## src/rtl/core/gta_pkg.sv

```systemverilog
// Shared types, constants and controller/datapath interface for the track associator.
package gta_pkg;

  localparam int MAX_TRACKS     = 400;
  localparam int DROP_COUNT     = 200;
  localparam int MAX_DETECTIONS = 64;
  localparam int TRK_DEPTH      = MAX_TRACKS + MAX_DETECTIONS;
  localparam int TRK_AW         = $clog2(TRK_DEPTH);
  localparam int TRK_CW         = $clog2(TRK_DEPTH + 1);
  localparam int DET_AW         = $clog2(MAX_DETECTIONS);
  localparam int DET_CW         = $clog2(MAX_DETECTIONS + 1);

  // floor(v/3) == (v * 21846) >> 16 for every 12-bit v
  localparam logic [15:0] THIRD_RECIP = 16'd21846;

  // register reset values
  localparam logic [11:0] RST_FRAME_WIDTH  = 12'd640;
  localparam logic [11:0] RST_FRAME_HEIGHT = 12'd480;
  localparam logic [15:0] RST_DELETE_AGE   = 16'd30;
  localparam logic [15:0] RST_MIN_HITS     = 16'd5;

  typedef enum logic [2:0] {
    REG_FRAME_WIDTH  = 3'd0,
    REG_FRAME_HEIGHT = 3'd1,
    REG_ROI_X        = 3'd2,
    REG_ROI_Y        = 3'd3,
    REG_DELETE_AGE   = 3'd4,
    REG_MIN_HITS     = 3'd5
  } cfg_reg_t;

  typedef struct packed {
    logic        req_type;
    logic [31:0] frame_number;
    logic [11:0] rect_x;
    logic [11:0] rect_y;
    logic [11:0] rect_w;
    logic [11:0] rect_h;
  } in_t;

  typedef struct packed {
    logic [31:0] track_id;
    logic        is_new;
    logic [12:0] out_x;
    logic [12:0] out_y;
    logic [11:0] out_w;
    logic [11:0] out_h;
    logic [15:0] hit_count;
    logic        last_of_frame;
  } out_t;

  // settings as seen by the datapath
  typedef struct packed {
    logic [11:0] wx;
    logic [11:0] wy;
    logic [11:0] roi_x;
    logic [11:0] roi_y;
    logic [15:0] delete_age;
    logic [15:0] min_hits;
  } cfg_t;

  typedef struct packed {
    logic [11:0] h;
    logic [11:0] w;
    logic [12:0] y;
    logic [12:0] x;
  } rect_t;

  typedef struct packed {
    logic [31:0] id;
    logic [31:0] last_frame;
    logic [15:0] hits;
    rect_t       rect;
  } trk_t;

  typedef struct packed {
    logic [31:0] id;
    logic [15:0] hits;
  } res_t;

  // controller -> datapath
  typedef struct packed {
    logic det_wr;
    logic eof_start;
    logic trk_rd;
    logic trk_load;
    logic src_inc;
    logic det_rd;
    logic j_inc;
    logic match_upd;
    logic trk_wb;
    logic new_start;
    logic new_rd;
    logic out_load;
    logic out_next;
    logic frame_done;
  } cmd_t;

  // datapath -> controller
  typedef struct packed {
    logic src_end;
    logic det_end;
    logic taken;
    logic prune;
    logic hit;
  } sts_t;

endpackage

```

## src/rtl/core/gta_ctrl.sv

```systemverilog
// Frame-step sequencer: buffering, prune/match pass, new-track and output pass.
module gta_ctrl (
  input  logic          clk,
  input  logic          rst_n,
  input  logic          in_valid,
  input  logic          in_req_type,
  output logic          in_ready,
  output logic          out_valid,
  input  logic          out_ready,
  input  gta_pkg::sts_t sts,
  output gta_pkg::cmd_t cmd
);

  typedef enum logic [8:0] {
    S_IDLE  = 9'b000000001,
    S_TRD   = 9'b000000010,
    S_TWT   = 9'b000000100,
    S_DRD   = 9'b000001000,
    S_DCHK  = 9'b000010000,
    S_TWR   = 9'b000100000,
    S_NRD   = 9'b001000000,
    S_NOUT  = 9'b010000000,
    S_OWAIT = 9'b100000000
  } state_t;

  state_t state_r, state_nxt;

  assign in_ready  = (state_r == S_IDLE);
  assign out_valid = (state_r == S_OWAIT);

  // next state and commands
  always_comb begin
    state_nxt = state_r;
    cmd       = '0;
    case (state_r)
      S_IDLE: begin
        if (in_valid) begin
          if (in_req_type) begin
            cmd.eof_start = 1'b1;
            state_nxt     = S_TRD;
          end else begin
            cmd.det_wr = 1'b1;
          end
        end
      end
      S_TRD: begin
        if (sts.src_end) begin
          cmd.new_start = 1'b1;
          state_nxt     = S_NRD;
        end else begin
          cmd.trk_rd = 1'b1;
          state_nxt  = S_TWT;
        end
      end
      S_TWT: begin
        cmd.trk_load = 1'b1;
        if (sts.prune) begin
          cmd.src_inc = 1'b1;
          state_nxt   = S_TRD;
        end else begin
          state_nxt = S_DRD;
        end
      end
      S_DRD: begin
        if (sts.det_end) begin
          state_nxt = S_TWR;
        end else if (sts.taken) begin
          cmd.j_inc = 1'b1;
        end else begin
          cmd.det_rd = 1'b1;
          state_nxt  = S_DCHK;
        end
      end
      S_DCHK: begin
        if (sts.hit) begin
          cmd.match_upd = 1'b1;
          state_nxt     = S_TWR;
        end else begin
          cmd.j_inc = 1'b1;
          state_nxt = S_DRD;
        end
      end
      S_TWR: begin
        cmd.trk_wb = 1'b1;
        state_nxt  = S_TRD;
      end
      S_NRD: begin
        if (sts.det_end) begin
          cmd.frame_done = 1'b1;
          state_nxt      = S_IDLE;
        end else begin
          cmd.new_rd = 1'b1;
          state_nxt  = S_NOUT;
        end
      end
      S_NOUT: begin
        cmd.out_load = 1'b1;
        state_nxt    = S_OWAIT;
      end
      S_OWAIT: begin
        if (out_ready) begin
          cmd.out_next = 1'b1;
          state_nxt    = S_NRD;
        end
      end
      default: begin
        state_nxt = S_IDLE;
      end
    endcase
  end

  always_ff @(posedge clk) begin
    if (!rst_n) begin
      state_r <= S_IDLE;
    end else begin
      state_r <= state_nxt;
    end
  end

endmodule

```

## config.mk

```make
export PLATFORM = sky130hd
export DESIGN_NAME = gta_ctrl
export DESIGN_NICKNAME = d
export VERILOG_FILES = /design/src/rtl/core/gta_pkg.sv /design/src/rtl/core/gta_ctrl.sv
export SDC_FILE = /design/constraint.sdc
export NUM_CORES = 1
export LEC_CHECK = 0
export ABC_AREA = 1
export BUFFER_PORTS_ARGS = -buffer_cell sky130_fd_sc_hd__buf_2
export CORE_MARGIN = 1
export CORE_UTILIZATION = 51
export DETAILED_ROUTE_END_ITERATION = 6
export GPL_TIMING_DRIVEN = 0
export HOLD_SLACK_MARGIN = 0.05
export PLACE_DENSITY = 0.82
export SLEW_MARGIN = 0
export SYNTH_ARGS = -nofsm -noshare
export SYNTH_HDL_FRONTEND = slang
export SYNTH_SLANG_ARGS = --single-unit
```

## constraint.sdc

```tcl
create_clock -name clk -period 2.7 [get_ports clk]
set_input_delay 0.54 -clock clk [delete_from_list [all_inputs] [get_ports clk]]
set_output_delay 0.54 -clock clk [all_outputs]
set_load 0.05 [all_outputs]
```

==> flow_summary_export.csv, run 1 <==
group,metric,value,unit
timing,worst_slack,532.7,ps
logic_synthesis,yosysSeqAreaShare,0.2491,
cells_and_area,n_antenna_cell,0,
die,start_util,0.5489,
logic_synthesis,syn_area,723.2,sq um
clock_tree,clkTransAtPathRegs,60,ps
critical_path,critical_path.max_stage_delay,340,ps
power,ir_worst_vdd,0.0004714,V
power,clkPwrFrac,0.138,
critical_path,arrival,1630,ps
placed_design,place_congestion,0.8416,
cells_and_area,nets,164,
timing,min_period,2167,ps
critical_path,worstPathMaxFanout,5,
placed_design,dp_hpwl,1.495,mm
logic_synthesis,synth_area_leaders,"dfxtp_1 (25%), nor2_1 (13%), inv_1 (12%), nand2_1 (12%), nand3_1 (9.7%)",
die,core-area,1318,sq um
timing,rsz0062_at_grt,"no",
placed_design,pre_cts_slack,831.5,ps
timing,period_share,0.8027,
logic_synthesis,synthCells,124,
logic_synthesis,synth_top_cell_area_share,0.2491,
power,swShare,0.5296,
placed_design,portBuffers,25,
die,die_y,39.66,um
timing,timing.fmax,0.4614,GHz
cells_and_area,area.sequential,180.2,sq um
logic_synthesis,synth_cell_types,20,
clock_tree,htree_levels,1,
die,die_x,39.66,um
clock_tree,cts_tree,"built",
die,rows,13,
job,maxCapViolations,0,
cells_and_area,num-fill-cells,123,
grt,grt_max_degree,8,
grt,grt_usage,0.2901,
clock_tree,hold_buffers,0,
clock_tree,cts_buffers,3,
worst_hold_path,hold_path_class,"input pin to register",
drt,wire_per_inst,10.55,um
timing,setup_viol,0,
critical_path,cp.required,2160,ps
critical_path,cp-start-kind,"register",
timing,drv_slew,0,
clock_tree,clock-root-buffer,"clkbuf_4",
cells_and_area,top_register,"state_r",
critical_path,r2r_cells,8,
timing,finalSetupTns,0,ps
drt,totalWireLength,1.772,mm
cells_and_area,syn2layout_area_growth,23.53,%
cells_and_area,reg_top3,"state_r (9)",
grt,grt_pass1_wl,2.953,mm
power,p_comb_frac,0.611,
logic_synthesis,syn_avg_cell_area,5.832,sq um
power,p_switching,0.4182,mW
timing,worst-slew-pin-transition,385.2,ps
critical_path,path_class,"register to primary output",
power,leakage,0.5700,nW
drt,via_per_inst,5.161,
clock_tree,clockBufferDepth,2,
worst_hold_path,min_path_cells,2,
power,sequentialPowerShare,0.251,
cells_and_area,largest_reg_flops,9,
logic_synthesis,ys_seq_elements,9,
timing,hold_viol,0,
power,powerDensity,884.1,nW/um^2
clock_tree,post_cts_buffers,0,
timing,maxSlewHeadroom,0.7428,
power,power,0.7898,mW
cells_and_area,utilization,0.6781,
cells_and_area,multi_input_area,441.7,sq um
clock_tree,insertion_delay,270,ps
critical_path,end_kind,"primary output",
drt,num_vias,867,
cells_and_area,final_layout_size_suffix_gt1_frac,0.3007,
logic_synthesis,yosys_warnings,0,
grt,grt_overflow,0,
grt,grt_pass1_vias,750,
die,fp.dieArea,1573,sq um
drt,drtIter0Drc,25,
critical_path,cp_slowest_cell,"dfxtp_1",
clock_tree,cts.sinks,9,
drt,drc_errors,0,
grt,antenna_found_initial,0,
critical_path,crit_path_frequent_cell,"nand2_1",
clock_tree,cts_resized,0,
logic_synthesis,synth_top_area_cell,"dfxtp_1",
timing,clock_skew,9.249,ps
die,ios,26,
critical_path,path_cells,"nor2_1 > nand2_1 > inv_2 > nand2_1 > nor2_1 > nand2_1 > inv_1 > buf_2",
drt,ant_nets,0,
drt,first_pass_iters,4,
power,p_int,0.3715,mW
logic_synthesis,syn-num-nets,134,
run_status,status,"finished, final reports clean",
-- cells in the final DEF (no fill, tap or decap) --
cell type / Yosys / final
and2_2: 1 / 1
inv_1: 23 / 23
nand2_1: 23 / 23
nor2_2: 3 / 3
nor3_1: 4 / 4
inv_2: 4 / 4
nor2_1: 26 / 26
nand4_2: 1 / 1
o21ai_0: 2 / 2
clkbuf_4: 0 / 3
o21ai_1: 2 / 2
dfxtp_1: 9 / 9
clkbuf_1: 0 / 1
a21oi_1: 1 / 1
nand2_4: 1 / 1
nor3_2: 1 / 1
nand3_2: 2 / 2
nand4_1: 2 / 2
nand3_1: 14 / 14
nand2_2: 3 / 3
nor2_4: 1 / 1
buf_2: 0 / 25
nor2_8: 1 / 1
-- power by group through the flow --
| stage | sequential [mW] | clock, mW | combinational [mW] |
|---|---|---|---|
| detailed placement | 0.200 | 0 | 0.483 |
| CTS | 0.197 | 0.109 | 0.485 |
| global route | 0.201 | 0.115 | 0.550 |
| finish | 0.198 | 0.109 | 0.483 |
| global placement | 0.197 | 0 | 0.476 |
| floorplan | 0.192 | 0 | 0.398 |
-- cell usage after synthesis --
master,count
a21oi_1,1
and2_2,1
dfxtp_1,9
inv_1,23
inv_2,4
nand2_1,23
nand2_2,3
nand2_4,1
nand3_1,14
nand3_2,2
nand4_1,2
nand4_2,1
nor2_1,26
nor2_2,3
nor2_4,1
nor2_8,1
nor3_1,4
nor3_2,1
o21ai_0,2
o21ai_1,2
-- stage by stage --
step,hold slack (ps),instances,instance area [sq um]
after floorplan,592.3,124,723.2
after global placement,620.4,164,867.1
after detailed placement,639.8,164,867.1
after CTS,462.3,168,893.4
after global routing,468.3,168,893.4
final,467.4,168,893.4
-- final cells by class --
class,instances,share of cell area
timing repair buffer,25,0.1401
multi-input combinational,88,0.4944
sequential,9,0.2017
inverter,27,0.1134
tap,15,0.02101
clock buffer,4,0.02941
-- path summary, 6_finish.rpt --
check	start	to	slack [ps]
setup / recovery	state_r[1]	cmd[6]	530
hold / removal	sts[4]	state_r[2]	470
setup reg to reg	state_r[4]	state_r[1]	1360
hold reg to reg	state_r[3]	state_r[4]	640
-- logic make-up (layout without fill, tap and decap cells) --
| kind of cell | after synthesis | after routing | share of synthesized area |
|---|---|---|---|
| compound gates | 5 | 5 | 0.03460 |
| buf+inv | 27 | 56 | 0.1401 |
| flops | 9 | 9 | 0.2491 |
| simple gates | 83 | 83 | 0.5761 |
-- critical path: cells and delay by family (launching register included) --
kind | cells | cell delay [ps]
buffers and inverters | 3 | 410
and+or+nand+nor | 5 | 610
DFF | 1 | 340
-- layer usage --
layer / up-vias / track usage / part of all wire
met5: - / 0 / 0
met1: 375 / 0.3322 / 0.42
met2: 45 / 0.5000 / 0.48
li1: 442 / - / -
met4: 0 / 0.1466 / 0.019
met3: 5 / 0.05682 / 0.081
No activity file was read; power rests on OpenSTA's default activity.
==> run 2, diff against run 1 <==
--- a/config.mk
+++ b/config.mk
@@ -8,11 +8,11 @@
 export ABC_AREA = 1
 export BUFFER_PORTS_ARGS = -buffer_cell sky130_fd_sc_hd__buf_2
 export CORE_MARGIN = 1
-export CORE_UTILIZATION = 51
+export CORE_UTILIZATION = 43
 export DETAILED_ROUTE_END_ITERATION = 6
 export GPL_TIMING_DRIVEN = 0
 export HOLD_SLACK_MARGIN = 0.05
-export PLACE_DENSITY = 0.82
+export PLACE_DENSITY = 0.74
 export SLEW_MARGIN = 0
 export SYNTH_ARGS = -nofsm -noshare
 export SYNTH_HDL_FRONTEND = slang
==> constraint.sdc (replaced) <==
create_clock -name clk -period 1.85 [get_ports clk]
set_input_delay 0.37 -clock clk [delete_from_list [all_inputs] [get_ports clk]]
set_output_delay 0.37 -clock clk [all_outputs]
set_load 0.05 [all_outputs]
==> flow_summary_export.csv, run 2 (synthesis results as in run 1) <==
group,metric,value,unit
run_status,status,"finished, violations left",
run_status,violations,"setup timing",
timing,worst-slew-pin-transition,246.9,ps
critical_path,cp-start-kind,"register",
power,swShare,0.5187,
clock_tree,clkTransAtPathRegs,70,ps
critical_path,critical_path.max_stage_delay,340,ps
power,p_int,0.7008,mW
grt,grt_overflow,0,
drt,drc_errors,0,
timing,min_period,1885,ps
critical_path,path_class,"register to primary output",
placed_design,pre_cts_slack,42.55,ps
critical_path,crit_buf_inv,1,
die,start_util,0.4692,
critical_path,cp_slowest_cell,"dfxtp_2",
cells_and_area,final_cell_mix,"inv_1 (21), nand2_1 (18), nor2_1 (16)",
grt,grt_pass1_wl,3.615,mm
clock_tree,hold_buffers,0,
drt,drtIter0Drc,21,
placed_design,portBuffers,25,
power,sequentialPowerShare,0.205,
clock_tree,clock-root-buffer,"clkbuf_4",
cells_and_area,top_register,"state_r",
clock_tree,cts_buffers,3,
die,die_x,43.01,um
die,die_y,43.01,um
critical_path,r2r_cells,9,
timing,worst_slack,-34.95,ps
critical_path,rrSetupSlack,460,ps
timing,rsz0062_at_grt,"yes",
power,leakage,0.6263,nW
cells_and_area,largest_reg_flops,9,
die,rows,14,
die,core-area,1541,sq um
grt,grt_pass1_vias,875,
power,p_comb_frac,0.686,
clock_tree,insertion_delay,270,ps
grt,grt_usage,0.2546,
placed_design,dp_hpwl,1.482,mm
critical_path,path_cells,"nor2_4 > nand2_4 > nor2_8 > and2_4 > nand2_4 > nor2_4 > buf_8",
power,ir_worst_vdd,0.0008183,V
job,maxCapViolations,0,
clock_tree,cts.sinks,9,
die,ios,26,
critical_path,cp.required,1480,ps
critical_path,path_delay_family,"simple AND/OR/NAND/NOR gates",
drt,wire_per_inst,12.79,um
cells_and_area,reg_top3,"state_r (9)",
cells_and_area,layout_commonest_cell,"inv_1",
timing,period_share,1.019,
placed_design,place_congestion,0.8368,
drt,first_pass_iters,4,
drt,totalWireLength,2.263,mm
timing,hold_viol,0,
cells_and_area,area.sequential,188.9,sq um
worst_hold_path,hp-start,"sts[4]",
cells_and_area,final_layout_size_suffix_gt1_frac,0.5031,
power,p_switching,0.7551,mW
timing,setup_viol,2,
critical_path,r2r_start,"state_r[7]",
grt,grt_max_degree,7,
timing,clock_skew,7.364,ps
clock_tree,clockBufferDepth,2,
power,powerDensity,1243,nW/um^2
cells_and_area,num-fill-cells,113,
timing,drv_slew,0,
worst_hold_path,min_path_cells,2,
timing,finalSetupTns,-69.60,ps
die,fp.dieArea,1850,sq um
critical_path,worstPathMaxFanout,6,
clock_tree,htree_levels,1,
drt,num_vias,954,
timing,hold_ws,307.2,ps
timing,timing.fmax,0.5305,GHz
critical_path,end_kind,"primary output",
cells_and_area,nets,172,
power,clkPwrFrac,0.109,
timing,maxSlewHeadroom,0.8365,
critical_path,timing.rr.end,"state_r[1]",
drt,via_per_inst,5.390,
critical_path,arrival,1510,ps
clock_tree,cts_tree,"built",
cells_and_area,n_antenna_cell,0,
worst_hold_path,hold_end,"state_r[2]",
cells_and_area,multi_input_area,558.0,sq um
grt,antenna_found_initial,0,
worst_hold_path,hold_path_class,"input pin to register",
drt,ant_nets,0,
cells_and_area,syn2layout_area_growth,61.94,%
==> run 2: cell count changes in the layout (fill, tap and decap cells not counted), moves of 5 or more <==
cell	delta
nand2_1	-5
buf_2	-13
nor2_4	+7
buf_6	+7
dfxtp_2	+7
buf_4	+8
dfxtp_1	-7
nor2_1	-10
==> run 2: layout make-up <==
cell class | instances | share of cell area
clock buffer | 4 | 0.02244
timing repair buffer | 33 | 0.2276
sequential | 9 | 0.1613
inverter | 27 | 0.09509
tap | 16 | 0.01709
multi-input combinational | 88 | 0.4765
==> run 2: power by group through the flow <==
stage               clock (mW)  combinational [mW]  sequential, mW
global route             0.166                1.08           0.304
finish                   0.158               0.999           0.299
detailed placement           0               0.748           0.289
floorplan                    0               0.615           0.281
CTS                      0.159               0.883           0.287
global placement             0               0.730           0.287
==> run 2: worst max path at each step <==
stage	to	slack (ps)	start	depth (start not counted)
finish	cmd[12]	-30	state_r[7]	7
global placement	cmd[12]	90	state_r[4]	7
global route	cmd[12]	-90	state_r[7]	7
detailed placement	cmd[12]	40	state_r[6]	7
floorplan	cmd[8]	40	state_r[4]	5
CTS	cmd[12]	-20	state_r[7]	7
==> run 2: what timing repair did <==
item	4_1_cts	5_1_grt
resized for setup	32	28
pin swaps	7	5
buffers inserted	6	2
setup endpoints to repair	11	16
endpoints found under the hold margin	0	0
==> run 2: metal layers <==
layer | GRT usage | vias to the layer above | wire length (um)
met2 | 0.4515 | 51 | 1115
met4 | 0.1394 | 0 | 78
li1 | - | 457 | -
met1 | 0.2972 | 436 | 927
met5 | 0 | - | 0
met3 | 0.02128 | 10 | 142
==> run 2: per-stage QoR <==
stage | instance area, sq um | power (mW) | util | cells
finish | 1171 | 1.456 | 0.7597 | 177
CTS | 1067 | 1.328 | 0.6924 | 175
detailed placement | 892.1 | 1.038 | 0.5787 | 165
global route | 1171 | 1.547 | 0.7597 | 177
floorplan | 747.0 | 0.8958 | - | 124
global placement | 892.1 | 1.017 | 0.5787 | 165
